--- config.mk ---
export PLATFORM = sky130hd
export DESIGN_NAME = grid_line_orientation_angle
export DESIGN_NICKNAME = d
export VERILOG_FILES = /design/src/hw/rtl/glo_pkg.sv /design/src/hw/rtl/grid_line_orientation_angle.sv /design/src/hw/rtl/glo_cordic.sv
export SDC_FILE = /design/constraint.sdc
export NUM_CORES = 2
export LEC_CHECK = 0
export ABC_AREA = 1
export BUFFER_PORTS_ARGS = -buffer_cell sky130_fd_sc_hd__buf_2
export CAP_MARGIN = 10
export CORE_MARGIN = 2
export CORE_UTILIZATION = 60
export DETAILED_ROUTE_END_ITERATION = 6
export GPL_TIMING_DRIVEN = 0
export PLACE_DENSITY = 0.76
export SLEW_MARGIN = 40
export SYNTH_ARGS = -nofsm -noshare
export SYNTH_HDL_FRONTEND = slang
export SYNTH_HIERARCHICAL = 1
export SYNTH_SLANG_ARGS = --single-unit
--- constraint.sdc ---
create_clock -name aclk -period 13 [get_ports aclk]
set_input_delay 2.6 -clock aclk [delete_from_list [all_inputs] [get_ports aclk]]
set_output_delay 2.6 -clock aclk [all_outputs]
set_load 0.02 [all_outputs]
--- src/hw/rtl/glo_pkg.sv ---
// Types and constants shared by the grid line orientation angle block.
// Holds the transaction structs, state encodings and the CORDIC arctangent table.
// No dependencies.
package glo_pkg;

    typedef struct packed {
        logic signed [31:0] x_coord;
        logic signed [31:0] y_coord;
        logic               last_of_line;
    } in_item_t;

    typedef struct packed {
        logic signed [15:0] angle;
        logic               line_end;
        logic               run_last;
        logic               too_short;
    } out_item_t;

    // Handshake from the CORDIC unit back to the sequencer.
    typedef struct packed {
        logic               done;
        logic signed [15:0] angle;
    } cordic_rsp_t;

    typedef enum logic [2:0] {
        ST_IDLE,
        ST_RUN1,
        ST_EMIT1,
        ST_RUN2,
        ST_EMIT2
    } glo_state_t;

    typedef enum logic [1:0] {
        C_IDLE,
        C_NORM,
        C_ROT,
        C_FIN
    } cordic_state_t;

    // Nodes of the current line held in the neighbour registers.
    localparam logic [1:0] NODES_NONE = 2'd0;
    localparam logic [1:0] NODES_ONE  = 2'd1;
    localparam logic [1:0] NODES_TWO  = 2'd2;

    localparam int NORM_W   = 60;  // magnitude is normalised so that bit 59 is set
    localparam int DATA_W   = 64;  // CORDIC x and y
    localparam int Z_W      = 35;  // angle accumulator, Q29 radians
    localparam int ATAN_LEN = 24;

    localparam logic signed [Z_W-1:0] PI_Q29      = 35'sd1686629713;
    localparam logic signed [Z_W-1:0] ROUND_HALF  = 35'sd32768;
    localparam logic signed [Z_W-1:0] ANGLE_MAX_Z = 35'sd25736;
    localparam logic signed [15:0]    ANGLE_MAX   = 16'sd25736;

    // atan(2^-i) in Q29, rounded to nearest.
    function automatic logic signed [Z_W-1:0] atan_q29(input logic [4:0] idx);
        logic signed [Z_W-1:0] v;
        unique case (idx)
            5'd0:    v = 35'sd421657428;
            5'd1:    v = 35'sd248918915;
            5'd2:    v = 35'sd131521918;
            5'd3:    v = 35'sd66762579;
            5'd4:    v = 35'sd33510843;
            5'd5:    v = 35'sd16771758;
            5'd6:    v = 35'sd8387925;
            5'd7:    v = 35'sd4194219;
            5'd8:    v = 35'sd2097141;
            5'd9:    v = 35'sd1048575;
            5'd10:   v = 35'sd524288;
            5'd11:   v = 35'sd262144;
            5'd12:   v = 35'sd131072;
            5'd13:   v = 35'sd65536;
            5'd14:   v = 35'sd32768;
            5'd15:   v = 35'sd16384;
            5'd16:   v = 35'sd8192;
            5'd17:   v = 35'sd4096;
            5'd18:   v = 35'sd2048;
            5'd19:   v = 35'sd1024;
            5'd20:   v = 35'sd512;
            5'd21:   v = 35'sd256;
            5'd22:   v = 35'sd128;
            5'd23:   v = 35'sd64;
            default: v = '0;
        endcase
        return v;
    endfunction

endpackage

--- src/hw/rtl/grid_line_orientation_angle.sv ---
// Top level of the grid line orientation angle block: node sequencer, neighbour
// registers, result register and one shared CORDIC unit.
// Depends on glo_pkg and glo_cordic.
//
//  Channel | Direction | Handshake         | Payload
//  --------+-----------+-------------------+-------------------------------------------
//  s_      | in        | s_valid / s_ready | glo_pkg::in_item_t  (x_coord, y_coord, last)
//  m_      | out       | m_valid / m_ready | glo_pkg::out_item_t (angle, flags)
//
// A nonzero difference keeps the CORDIC unit busy through normalising, rotation and a
// final state; the spread in its run time comes from the normalising shifter, and a
// zero difference goes straight to the final state.
// A node with no result is only taken in, a one-node line emits one zero-angle result,
// other nodes emit one angle, and a line's last node also emits the line-end result.
// s_ready is high only while the sequencer is idle; a finished result waits in the
// output register without holding up the next transaction.
// Reset (aresetn low at a clock edge) empties the output register and starts a new line.
module grid_line_orientation_angle #(
    parameter int COORD_WIDTH  = 32,
    parameter int CORDIC_STEPS = 16
) (
    input  logic                aclk,
    input  logic                aresetn,
    input  logic                s_valid,
    output logic                s_ready,
    input  glo_pkg::in_item_t   s_item,
    output logic                m_valid,
    input  logic                m_ready,
    output glo_pkg::out_item_t  m_item
);

    localparam int CW = COORD_WIDTH;
    localparam int DW = COORD_WIDTH + 1;

    glo_pkg::glo_state_t   state_reg, state_next;
    logic [1:0]            nodes_reg;

    logic signed [CW-1:0]  older_x_reg, older_y_reg, recent_x_reg, recent_y_reg;
    logic signed [DW-1:0]  dx_b_reg, dy_b_reg;
    logic                  last_reg, need_b_reg, short_reg;
    logic signed [15:0]    ang_reg;

    logic                  m_valid_reg;
    glo_pkg::out_item_t    m_item_reg;

    logic signed [CW-1:0]  x_in, y_in;
    logic signed [DW-1:0]  x_ext, y_ext;
    logic signed [DW-1:0]  dx_a, dy_a, dx_b, dy_b;
    logic signed [DW-1:0]  cdx, cdy;
    logic                  accept, out_free, load_out, cordic_start;
    glo_pkg::out_item_t    out_next;
    glo_pkg::cordic_rsp_t  crsp;

    if (COORD_WIDTH <= 32) begin : g_narrow
        assign x_in = s_item.x_coord[COORD_WIDTH-1:0];
        assign y_in = s_item.y_coord[COORD_WIDTH-1:0];
    end else begin : g_wide
        assign x_in = {{(COORD_WIDTH-32){1'b0}}, s_item.x_coord};
        assign y_in = {{(COORD_WIDTH-32){1'b0}}, s_item.y_coord};
    end

    assign x_ext = {x_in[CW-1], x_in};
    assign y_ext = {y_in[CW-1], y_in};

    // Central difference once two neighbours are held, forward difference otherwise.
    assign dx_a = (nodes_reg == glo_pkg::NODES_ONE)
                ? x_ext - {recent_x_reg[CW-1], recent_x_reg}
                : x_ext - {older_x_reg[CW-1], older_x_reg};
    assign dy_a = (nodes_reg == glo_pkg::NODES_ONE)
                ? y_ext - {recent_y_reg[CW-1], recent_y_reg}
                : y_ext - {older_y_reg[CW-1], older_y_reg};
    assign dx_b = x_ext - {recent_x_reg[CW-1], recent_x_reg};
    assign dy_b = y_ext - {recent_y_reg[CW-1], recent_y_reg};

    assign accept   = s_valid && s_ready;
    assign out_free = !m_valid_reg || m_ready;

    // Next state
    always_comb begin
        state_next = state_reg;
        unique case (state_reg)
            glo_pkg::ST_IDLE: begin
                if (accept) begin
                    if (nodes_reg != glo_pkg::NODES_NONE) begin
                        state_next = glo_pkg::ST_RUN1;
                    end else if (s_item.last_of_line) begin
                        state_next = glo_pkg::ST_EMIT2;
                    end
                end
            end
            glo_pkg::ST_RUN1: begin
                if (crsp.done) begin
                    state_next = glo_pkg::ST_EMIT1;
                end
            end
            glo_pkg::ST_EMIT1: begin
                if (out_free) begin
                    priority if (!last_reg) begin
                        state_next = glo_pkg::ST_IDLE;
                    end else if (need_b_reg) begin
                        state_next = glo_pkg::ST_RUN2;
                    end else begin
                        state_next = glo_pkg::ST_EMIT2;
                    end
                end
            end
            glo_pkg::ST_RUN2: begin
                if (crsp.done) begin
                    state_next = glo_pkg::ST_EMIT2;
                end
            end
            glo_pkg::ST_EMIT2: begin
                if (out_free) begin
                    state_next = glo_pkg::ST_IDLE;
                end
            end
            default: state_next = glo_pkg::ST_IDLE;
        endcase
    end

    // Outputs of the sequencer
    always_comb begin
        s_ready      = 1'b0;
        cordic_start = 1'b0;
        load_out     = 1'b0;
        cdx          = dx_a;
        cdy          = dy_a;
        out_next     = '{angle: ang_reg, line_end: 1'b0, run_last: 1'b0, too_short: 1'b0};
        unique case (state_reg)
            glo_pkg::ST_IDLE: begin
                s_ready      = 1'b1;
                cordic_start = accept && (nodes_reg != glo_pkg::NODES_NONE);
            end
            glo_pkg::ST_EMIT1: begin
                load_out          = out_free;
                cordic_start      = out_free && last_reg && need_b_reg;
                cdx               = dx_b_reg;
                cdy               = dy_b_reg;
                out_next.run_last = !last_reg;
            end
            glo_pkg::ST_EMIT2: begin
                load_out           = out_free;
                out_next.line_end  = 1'b1;
                out_next.run_last  = 1'b1;
                out_next.too_short = short_reg;
            end
            glo_pkg::ST_RUN1, glo_pkg::ST_RUN2: begin
            end
            default: begin
            end
        endcase
    end

    glo_cordic #(
        .COORD_WIDTH  (COORD_WIDTH),
        .CORDIC_STEPS (CORDIC_STEPS)
    ) u_cordic (
        .aclk    (aclk),
        .aresetn (aresetn),
        .start   (cordic_start),
        .dx      (cdx),
        .dy      (cdy),
        .rsp     (crsp)
    );

    always_ff @(posedge aclk) begin
        if (!aresetn) begin
            state_reg   <= glo_pkg::ST_IDLE;
            nodes_reg   <= glo_pkg::NODES_NONE;
            m_valid_reg <= 1'b0;
        end else begin
            state_reg <= state_next;
            if (accept) begin
                if (s_item.last_of_line) begin
                    nodes_reg <= glo_pkg::NODES_NONE;
                end else if (nodes_reg == glo_pkg::NODES_NONE) begin
                    nodes_reg <= glo_pkg::NODES_ONE;
                end else begin
                    nodes_reg <= glo_pkg::NODES_TWO;
                end
            end
            if (load_out) begin
                m_valid_reg <= 1'b1;
            end else if (m_ready) begin
                m_valid_reg <= 1'b0;
            end
        end
    end

    always_ff @(posedge aclk) begin
        if (accept) begin
            last_reg   <= s_item.last_of_line;
            short_reg  <= (nodes_reg == glo_pkg::NODES_NONE);
            need_b_reg <= (nodes_reg == glo_pkg::NODES_TWO);
            dx_b_reg   <= dx_b;
            dy_b_reg   <= dy_b;
            if (nodes_reg == glo_pkg::NODES_NONE) begin
                // A lone node has angle zero; otherwise it becomes the first neighbour.
                ang_reg <= '0;
                if (!s_item.last_of_line) begin
                    recent_x_reg <= x_in;
                    recent_y_reg <= y_in;
                end
            end else if (!s_item.last_of_line) begin
                older_x_reg  <= recent_x_reg;
                older_y_reg  <= recent_y_reg;
                recent_x_reg <= x_in;
                recent_y_reg <= y_in;
            end
        end else if (crsp.done) begin
            ang_reg <= crsp.angle;
        end
        if (load_out) begin
            m_item_reg <= out_next;
        end
    end

    assign m_valid = m_valid_reg;
    assign m_item  = m_item_reg;

endmodule

--- src/hw/rtl/glo_cordic.sv ---
// Iterative vectoring CORDIC that turns a difference vector (dx, dy) into a Q3.13 angle.
// A normalising shifter brings the larger magnitude up to bit 59, then one shared
// rotation stage runs once per cycle. Depends on glo_pkg.
module glo_cordic #(
    parameter int COORD_WIDTH  = 32,
    parameter int CORDIC_STEPS = 16
) (
    input  logic                      aclk,
    input  logic                      aresetn,
    input  logic                      start,
    input  logic signed [COORD_WIDTH:0] dx,
    input  logic signed [COORD_WIDTH:0] dy,
    output glo_pkg::cordic_rsp_t      rsp
);

    localparam int DW    = COORD_WIDTH + 1;
    localparam int STEPS = (CORDIC_STEPS < glo_pkg::ATAN_LEN) ? CORDIC_STEPS
                                                               : glo_pkg::ATAN_LEN;
    localparam int IW    = $clog2(STEPS);

    glo_pkg::cordic_state_t state_reg, state_next;

    logic [glo_pkg::NORM_W-1:0]       ax_reg, ay_reg, mx_reg;
    logic                             y_neg_reg;
    logic signed [glo_pkg::DATA_W-1:0] x_reg, y_reg;
    logic signed [glo_pkg::Z_W-1:0]   z_reg;
    logic [IW-1:0]                    i_reg;

    // Start values
    logic [DW-1:0]                    ax_in, ay_in, mx_in;
    logic                             dx_neg, dy_neg, vec_zero;
    logic signed [glo_pkg::Z_W-1:0]   z_in;
    logic                             y_neg_in;

    // Normalising shifter
    logic [glo_pkg::NORM_W-1:0]       ax_sh, ay_sh, mx_sh;

    // Rotation stage
    logic signed [glo_pkg::DATA_W-1:0] x_load, y_mag, xs, ys;
    logic signed [glo_pkg::Z_W-1:0]   atan_val;
    logic signed [glo_pkg::Z_W-1:0]   z_round, z_shift;

    assign dx_neg   = dx[DW-1];
    assign dy_neg   = dy[DW-1];
    assign vec_zero = (dx == '0) && (dy == '0);
    assign ax_in    = dx_neg ? DW'(-dx) : DW'(dx);
    assign ay_in    = dy_neg ? DW'(-dy) : DW'(dy);
    assign mx_in    = (ax_in > ay_in) ? ax_in : ay_in;

    // Vectors in the left half plane are reflected by pi before rotating.
    assign z_in     = dx_neg ? (dy_neg ? -glo_pkg::PI_Q29 : glo_pkg::PI_Q29) : '0;
    assign y_neg_in = dx_neg ? (!dy_neg && (dy != '0)) : dy_neg;

    always_comb begin
        priority if (mx_reg[glo_pkg::NORM_W-1 -: 16] == '0) begin
            ax_sh = ax_reg << 16;
            ay_sh = ay_reg << 16;
            mx_sh = mx_reg << 16;
        end else if (mx_reg[glo_pkg::NORM_W-1 -: 4] == '0) begin
            ax_sh = ax_reg << 4;
            ay_sh = ay_reg << 4;
            mx_sh = mx_reg << 4;
        end else begin
            ax_sh = ax_reg << 1;
            ay_sh = ay_reg << 1;
            mx_sh = mx_reg << 1;
        end
    end

    assign x_load   = signed'({{(glo_pkg::DATA_W - glo_pkg::NORM_W){1'b0}}, ax_reg});
    assign y_mag    = signed'({{(glo_pkg::DATA_W - glo_pkg::NORM_W){1'b0}}, ay_reg});
    assign xs       = x_reg >>> i_reg;
    assign ys       = y_reg >>> i_reg;
    assign atan_val = glo_pkg::atan_q29(5'(i_reg));
    assign z_round  = z_reg + glo_pkg::ROUND_HALF;
    assign z_shift  = z_round >>> 16;

    // Next state
    always_comb begin
        state_next = state_reg;
        unique case (state_reg)
            glo_pkg::C_IDLE: begin
                if (start) begin
                    state_next = vec_zero ? glo_pkg::C_FIN : glo_pkg::C_NORM;
                end
            end
            glo_pkg::C_NORM: begin
                if (mx_reg[glo_pkg::NORM_W-1]) begin
                    state_next = glo_pkg::C_ROT;
                end
            end
            glo_pkg::C_ROT: begin
                if (i_reg == IW'(STEPS - 1)) begin
                    state_next = glo_pkg::C_FIN;
                end
            end
            glo_pkg::C_FIN: begin
                state_next = glo_pkg::C_IDLE;
            end
            default: state_next = glo_pkg::C_IDLE;
        endcase
    end

    // Outputs: final rounding and saturation of the accumulated angle
    always_comb begin
        rsp.done  = (state_reg == glo_pkg::C_FIN);
        if (z_shift > glo_pkg::ANGLE_MAX_Z) begin
            rsp.angle = glo_pkg::ANGLE_MAX;
        end else if (z_shift < -glo_pkg::ANGLE_MAX_Z) begin
            rsp.angle = -glo_pkg::ANGLE_MAX;
        end else begin
            rsp.angle = z_shift[15:0];
        end
    end

    always_ff @(posedge aclk) begin
        if (!aresetn) begin
            state_reg <= glo_pkg::C_IDLE;
        end else begin
            state_reg <= state_next;
        end
    end

    always_ff @(posedge aclk) begin
        unique case (state_reg)
            glo_pkg::C_IDLE: begin
                if (start) begin
                    ax_reg    <= glo_pkg::NORM_W'(ax_in);
                    ay_reg    <= glo_pkg::NORM_W'(ay_in);
                    mx_reg    <= glo_pkg::NORM_W'(mx_in);
                    z_reg     <= z_in;
                    y_neg_reg <= y_neg_in;
                end
            end
            glo_pkg::C_NORM: begin
                if (mx_reg[glo_pkg::NORM_W-1]) begin
                    x_reg <= x_load;
                    y_reg <= y_neg_reg ? -y_mag : y_mag;
                    i_reg <= '0;
                end else begin
                    ax_reg <= ax_sh;
                    ay_reg <= ay_sh;
                    mx_reg <= mx_sh;
                end
            end
            glo_pkg::C_ROT: begin
                if (!y_reg[glo_pkg::DATA_W-1]) begin
                    x_reg <= x_reg + ys;
                    y_reg <= y_reg - xs;
                    z_reg <= z_reg + atan_val;
                end else begin
                    x_reg <= x_reg - ys;
                    y_reg <= y_reg + xs;
                    z_reg <= z_reg - atan_val;
                end
                i_reg <= i_reg + 1'b1;
            end
            glo_pkg::C_FIN: begin
            end
            default: begin
            end
        endcase
    end

endmodule

* Word level (Yosys, flattened, before mapping) *
Memories as Yosys holds them, arrays and structs flattened. A register that Yosys moved wholly into a read port is not among the register bits.
Index checks and enable logic that the tools add are counted.

word-level totals
  register bits after elaboration = 588
  bits in read-only memories = 464
  output and inout port bits = 21
  memories = 1

cells by class
  shift-type cells = 2
  reduce and logical (&&, ||, !) cells = 35
  mux-type cells = 67
  equality and inequality tests = 21
  order comparisons = 3
  $add $sub $neg = 15
  bitwise logic cells = 2

memories
  memory           depth  width  rd ports  clocked after Yosys merged registers in  wr ports  line           source
  (no name shown)  16     29     1         1                                        0         glo_pkg.sv:58  unique case (idx)

operators with widths
  kind                      count
  $mux W60                  12
  $pmux W60 S2              3
  $mux W64                  5
  $pmux W64 S2              2
  $mux W33                  7
  $mux W35                  4
  $sub A32 B32 Y33          4
  $add A64 B64 Y64          2
  $sshr A64 B4 Y64          2
  $sub A64 B64 Y64          2
  $mux W16                  5
  $pmux W35 S2              1
  $logic_not A33 Y1         2
  $neg A33 Y33              2
  $neg A60 Y64              1
  $add A35 B17 Y35 const B  1
  $add A35 B35 Y35          1
  $sub A35 B35 Y35          1
  $gt A33 B33 Y1            1
  $reduce_bool A33 Y1       1
  $mux W3                   9
  $gt A19 B16 Y1 const B    1
  $lt A19 B16 Y1 const B    1
  $logic_not A16 Y1         1
  other kinds (29)          74

* Depth between registers and ports, before layout *
  depth in word-level cells = 9
  depth in mapped cells = 40

* Modules after synthesis *
The synthesis kept the hierarchy.

modules (own cells, without submodules)
  module                       seq. area each (um2)  area an instance (um2)  instances  cells an instance
  glo_cordic                   11050.6               45028.2                 1          7283
  grid_line_orientation_angle  7086.8                19392.3                 1          2932

* Least setup slack after synthesis *
OpenSTA, ideal clock, no wires.

  path type = input-to-reg
  start = input s_valid
  end = register older_x_reg[0], enable pin
  setup time = 0.568 ns
  path buffers = 0
  cell stages on the path = 4
  arrival = 10.423 ns
  path slack = 2.009 ns
  path through = inv_1 nor2_1 inv_1 nor3_1

on the way
  cells in the longest elaborated chain, start to end = 2

ends and longest elaborated chain
  item                         line                                source
  start: declaration           grid_line_orientation_angle.sv:24   input logic s_valid,
  $logic_and A1 B1 Y1          grid_line_orientation_angle.sv:75   assign accept = s_valid && s_ready;
  named net accept             grid_line_orientation_angle.sv:50   logic accept, out_free, load_out, cordic_start;
  $reduce_and A3 Y1 (no line)  n/a
  end signal: assignment       grid_line_orientation_angle.sv:205  older_x_reg <= recent_x_reg;
  end: declaration             grid_line_orientation_angle.sv:38   logic signed [CW-1:0] older_x_reg, older_y_reg, recent_x_reg, recent_y_reg;

The timed path passes the listed nets, and every way through them passes these cells.
A chain may end at the register's enable or synchronous reset.

* Worst setup path after layout *
  start = input s_item[33] (netlist name)
  end = register u_cordic/mx_reg[30] (netlist name), data pin

on the way
  cells in the longest elaborated chain, start to end = 9

ends and longest elaborated chain
  item                    line                                source
  start: declaration      grid_line_orientation_angle.sv:26   input glo_pkg::in_item_t s_item,
  $sub A32 B32 Y33 *      n/a
  named net dx_b[4]       grid_line_orientation_angle.sv:48   logic signed [DW-1:0] dx_a, dy_a, dx_b, dy_b;
  $mux W33 *              grid_line_orientation_angle.sv:67   ? x_ext - {recent_x_reg[CW-1], recent_x_reg}
  $mux W33 *              grid_line_orientation_angle.sv:129  unique case (state_reg)
  named net cdx[4]        grid_line_orientation_angle.sv:49   logic signed [DW-1:0] cdx, cdy;
  $neg A33 Y33            glo_cordic.sv:46                    assign ax_in = dx_neg ? DW'(-dx) : DW'(dx);
  $mux W33 *              glo_cordic.sv:46
  $gt A33 B33 Y1          glo_cordic.sv:48                    assign mx_in = (ax_in > ay_in) ? ax_in : ay_in;
  $mux W33 *              glo_cordic.sv:48
  $mux W60 *              glo_cordic.sv:127                   if (start) begin
  $pmux W60 S2 *          glo_cordic.sv:125                   unique case (state_reg)
  end signal: assignment  glo_cordic.sv:130                   mx_reg <= glo_pkg::NORM_W'(mx_in);
  end signal: assignment  glo_cordic.sv:143                   mx_reg <= mx_sh;
  end: declaration        glo_cordic.sv:23                    logic [glo_pkg::NORM_W-1:0] ax_reg, ay_reg, mx_reg;

Mark *: on every way through the listed nets, which the timed path passes. The rest lies on a longest branch. The select of a mux whose other input is x is not followed.

==> flow_metrics.tcl <==
set metrics [dict create \
    start_util_pct 60.3 \
    syn_avg_cell_area_um2 6.31 \
    timing.hold.ws_ns 0.418 \
    synth_top_cell_area_share_pct 27.0 \
    ir_drop_mv 0.222 \
    core_region_area_um2 107000 \
    drv_slew 0 \
    grt-ovfl-total 0 \
    status "complete, no violations" \
    maxCapViolations 0 \
    synth_fp_nets 10600 \
    crit_slowest_cell "xor2_1" \
    clock_skew_ns 0.0375 \
    numPlacedInstances 11700 \
    routed_wl_mm 282 \
    final_common_cell "nand2_1" \
    rr_startpoint "state_reg[0]" \
    avgViaCountPerCell 6.27 \
    clk_latency_ns 0.69 \
    drive_gt1_share_pct 5.77 \
    fin_cells 11900 \
    synth_area_leaders "edfxtp_1 27%, nand2_1 19%, inv_1 8.1%" \
    synth.distinct_cells 70 \
    hp-start "ang_reg[7]" \
    dr.pass1.iters 7 \
    syn2layout_area_growth_pct 8.20 \
    crit_fanout 10 \
    startpoint "s_item[33]" \
    nets 10800 \
    cts_made_buffers 74 \
    grt_pass1_vias 69200 \
    htreeDepth 3 \
    die-area_um2 110000 \
    rsz0062_at_grt "no" \
    place_area_um2 67000 \
    worst-setup-path-type "in -> reg" \
    ys_ff_latch 616 \
    fin_area_um2 69700 \
    required_ns 13.36 \
    fill_cells 9726 \
    clk_pin_slew_ns 0.06 \
    fin_util_pct 65.3 \
    grt_antenna_before_repair 15 \
    fmax_ghz 0.106 \
    grt_pass1_wl_mm 415 \
    gp_congestion 1.11 \
    slew_headroom_pct 26.0 \
    hp-class "reg -> reg" \
    drt_iter0_drc 11100 \
    grt_max_degree 71 \
    syn_area_um2 64400 \
    crit_path_end_kind "flop" \
    vias 74400 \
    async_flop_share_pct 0 \
    p_per_area_nw_per_um2 314 \
    max_slew.worst_pin.slew_ns 1.10 \
    cts_tree "built" \
    antenna_left 0 \
    synth_edf_count 580 \
    seq_area_frac_synth_pct 28.2 \
    crit_top_cell "nand2_1" \
    synth_top_cell_by_area "edfxtp_1" \
    chipHeight_um 332 \
    routedWlPerCell_um 23.7 \
    start_kind "input pin" \
    synth_flop_cell "edfxtp_1" \
    hold_viol 0 \
    leakagePower_nw 33.3 \
    finalCritPeriodShare_pct 72.5 \
    grt_usage_pct 49.7 \
    final_cell_mix "3,259 x nand2_1, 1,386 x inv_1, 1,032 x nand3_1" \
    setup_viol_count_final 0 \
    drc 0 \
    cts_sinks 616 \
    dpl.hpwl_mm 224 \
    slowest_delay_ns 0.77 \
    post_cts_buffers 0 \
    die_x_um 332 \
    ctsRootBufferMaster "clkbuf_16" \
    ctsLongestPathBuffers 3 \
    critPathArrivalTime_ns 9.78 \
    io_pins 90 \
    period_minus_slack_ns 9.42 \
    cts-hold-fix-buffers 0 \
    rows 120 \
    ys.warnings.count 6 \
    post_cts_resize_count 0 \
    port_buffers 89 \
    syn_inst 10200 \
]
## synthesized netlist by cell type (37+ instances only)
library cell and instances:
a31oi_1 79, ha_1 352, inv_1 1387, nor2_2 37
buf_2 75, nand2_2 43, xnor2_1 80, clkbuf_1 167
nor3_1 110, nor4_1 43, edfxtp_1 580, xor2_1 202
nor2_1 910, nand4_1 82, nand2_1 3259, o21ai_0 718
or2_2 37, nand3_1 1032, a21oi_1 456, and2_1 54
## area by class of cell
type | count | area (um2) | area share [%]
clock inverters | 55 | 614 | 0.881
plain buffers | 311 | 1520 | 2.18
clock buffers | 82 | 1950 | 2.79
diodes | 7 | 17.5 | 0.0251
multi-input cells | 7875 | 39600 | 56.8
flip-flops and latches | 616 | 18100 | 26.0
well taps | 1403 | 1760 | 2.52
repair buffers | 114 | 774 | 1.11
inverters | 1413 | 5320 | 7.63
## path summary, 6_finish.rpt
path / to / slack [ns] / cells past startpoint
hold / removal: m_item[10] / 0.42 / 0
setup / recovery: u_cordic/mx_reg[30] / 3.58 / 31
hold reg to reg: m_item[10] / 0.42 / 0
setup reg to reg: u_cordic/mx_reg[30] / 4.98 / 25
## through the flow
step                power (mW)  TNS [ns]  setup slack (ns)
floorplan                 13.6         0              2.01
global placement          18.3    -96.82             -1.52
detailed placement        18.5         0              3.66
CTS                       20.9         0              4.35
global route              23.0         0              3.22
finish                    21.9         0              3.58
## worst max-delay path, delay by kind of cell
family | cells | cell delay (ns)
XOR/XNOR | 2 | 0.98
AND/OR/NAND/NOR | 14 | 2.35
adder cells (fa/ha/maj) | 3 | 0.96
AO/OA/AOI/OAI | 6 | 2.08
buffers and inverters | 6 | 0.77
## metal layers
layer	up-vias	track usage (%)	part of all wire, %
li1	33900	-	-
met1	33600	58.5	35
met2	5564	73.8	41
met3	1409	15.4	13
met4	10	42.8	11
met5	-	0	0.024
## cell families after synthesis
kind of cell,Yosys count,synth area share [%]
adder cells (fa/ha/maj),359,7.05
flip-flops,616,28.2
XOR/XNOR,287,3.96
AND/OR/NAND/NOR,5684,37.1
buffers and inverters,1724,10.5
AO/OA/AOI/OAI,1545,13.2
## power breakdown
group          switching (mW)  leakage (nW)  internal [mW]
logic                    11.2          26.4           4.40
clock network           0.960          1.26           1.29
registers               0.735          5.68           3.32
total                    12.9          33.3           9.01
Note: power is estimated with default switching activity, not from simulation.
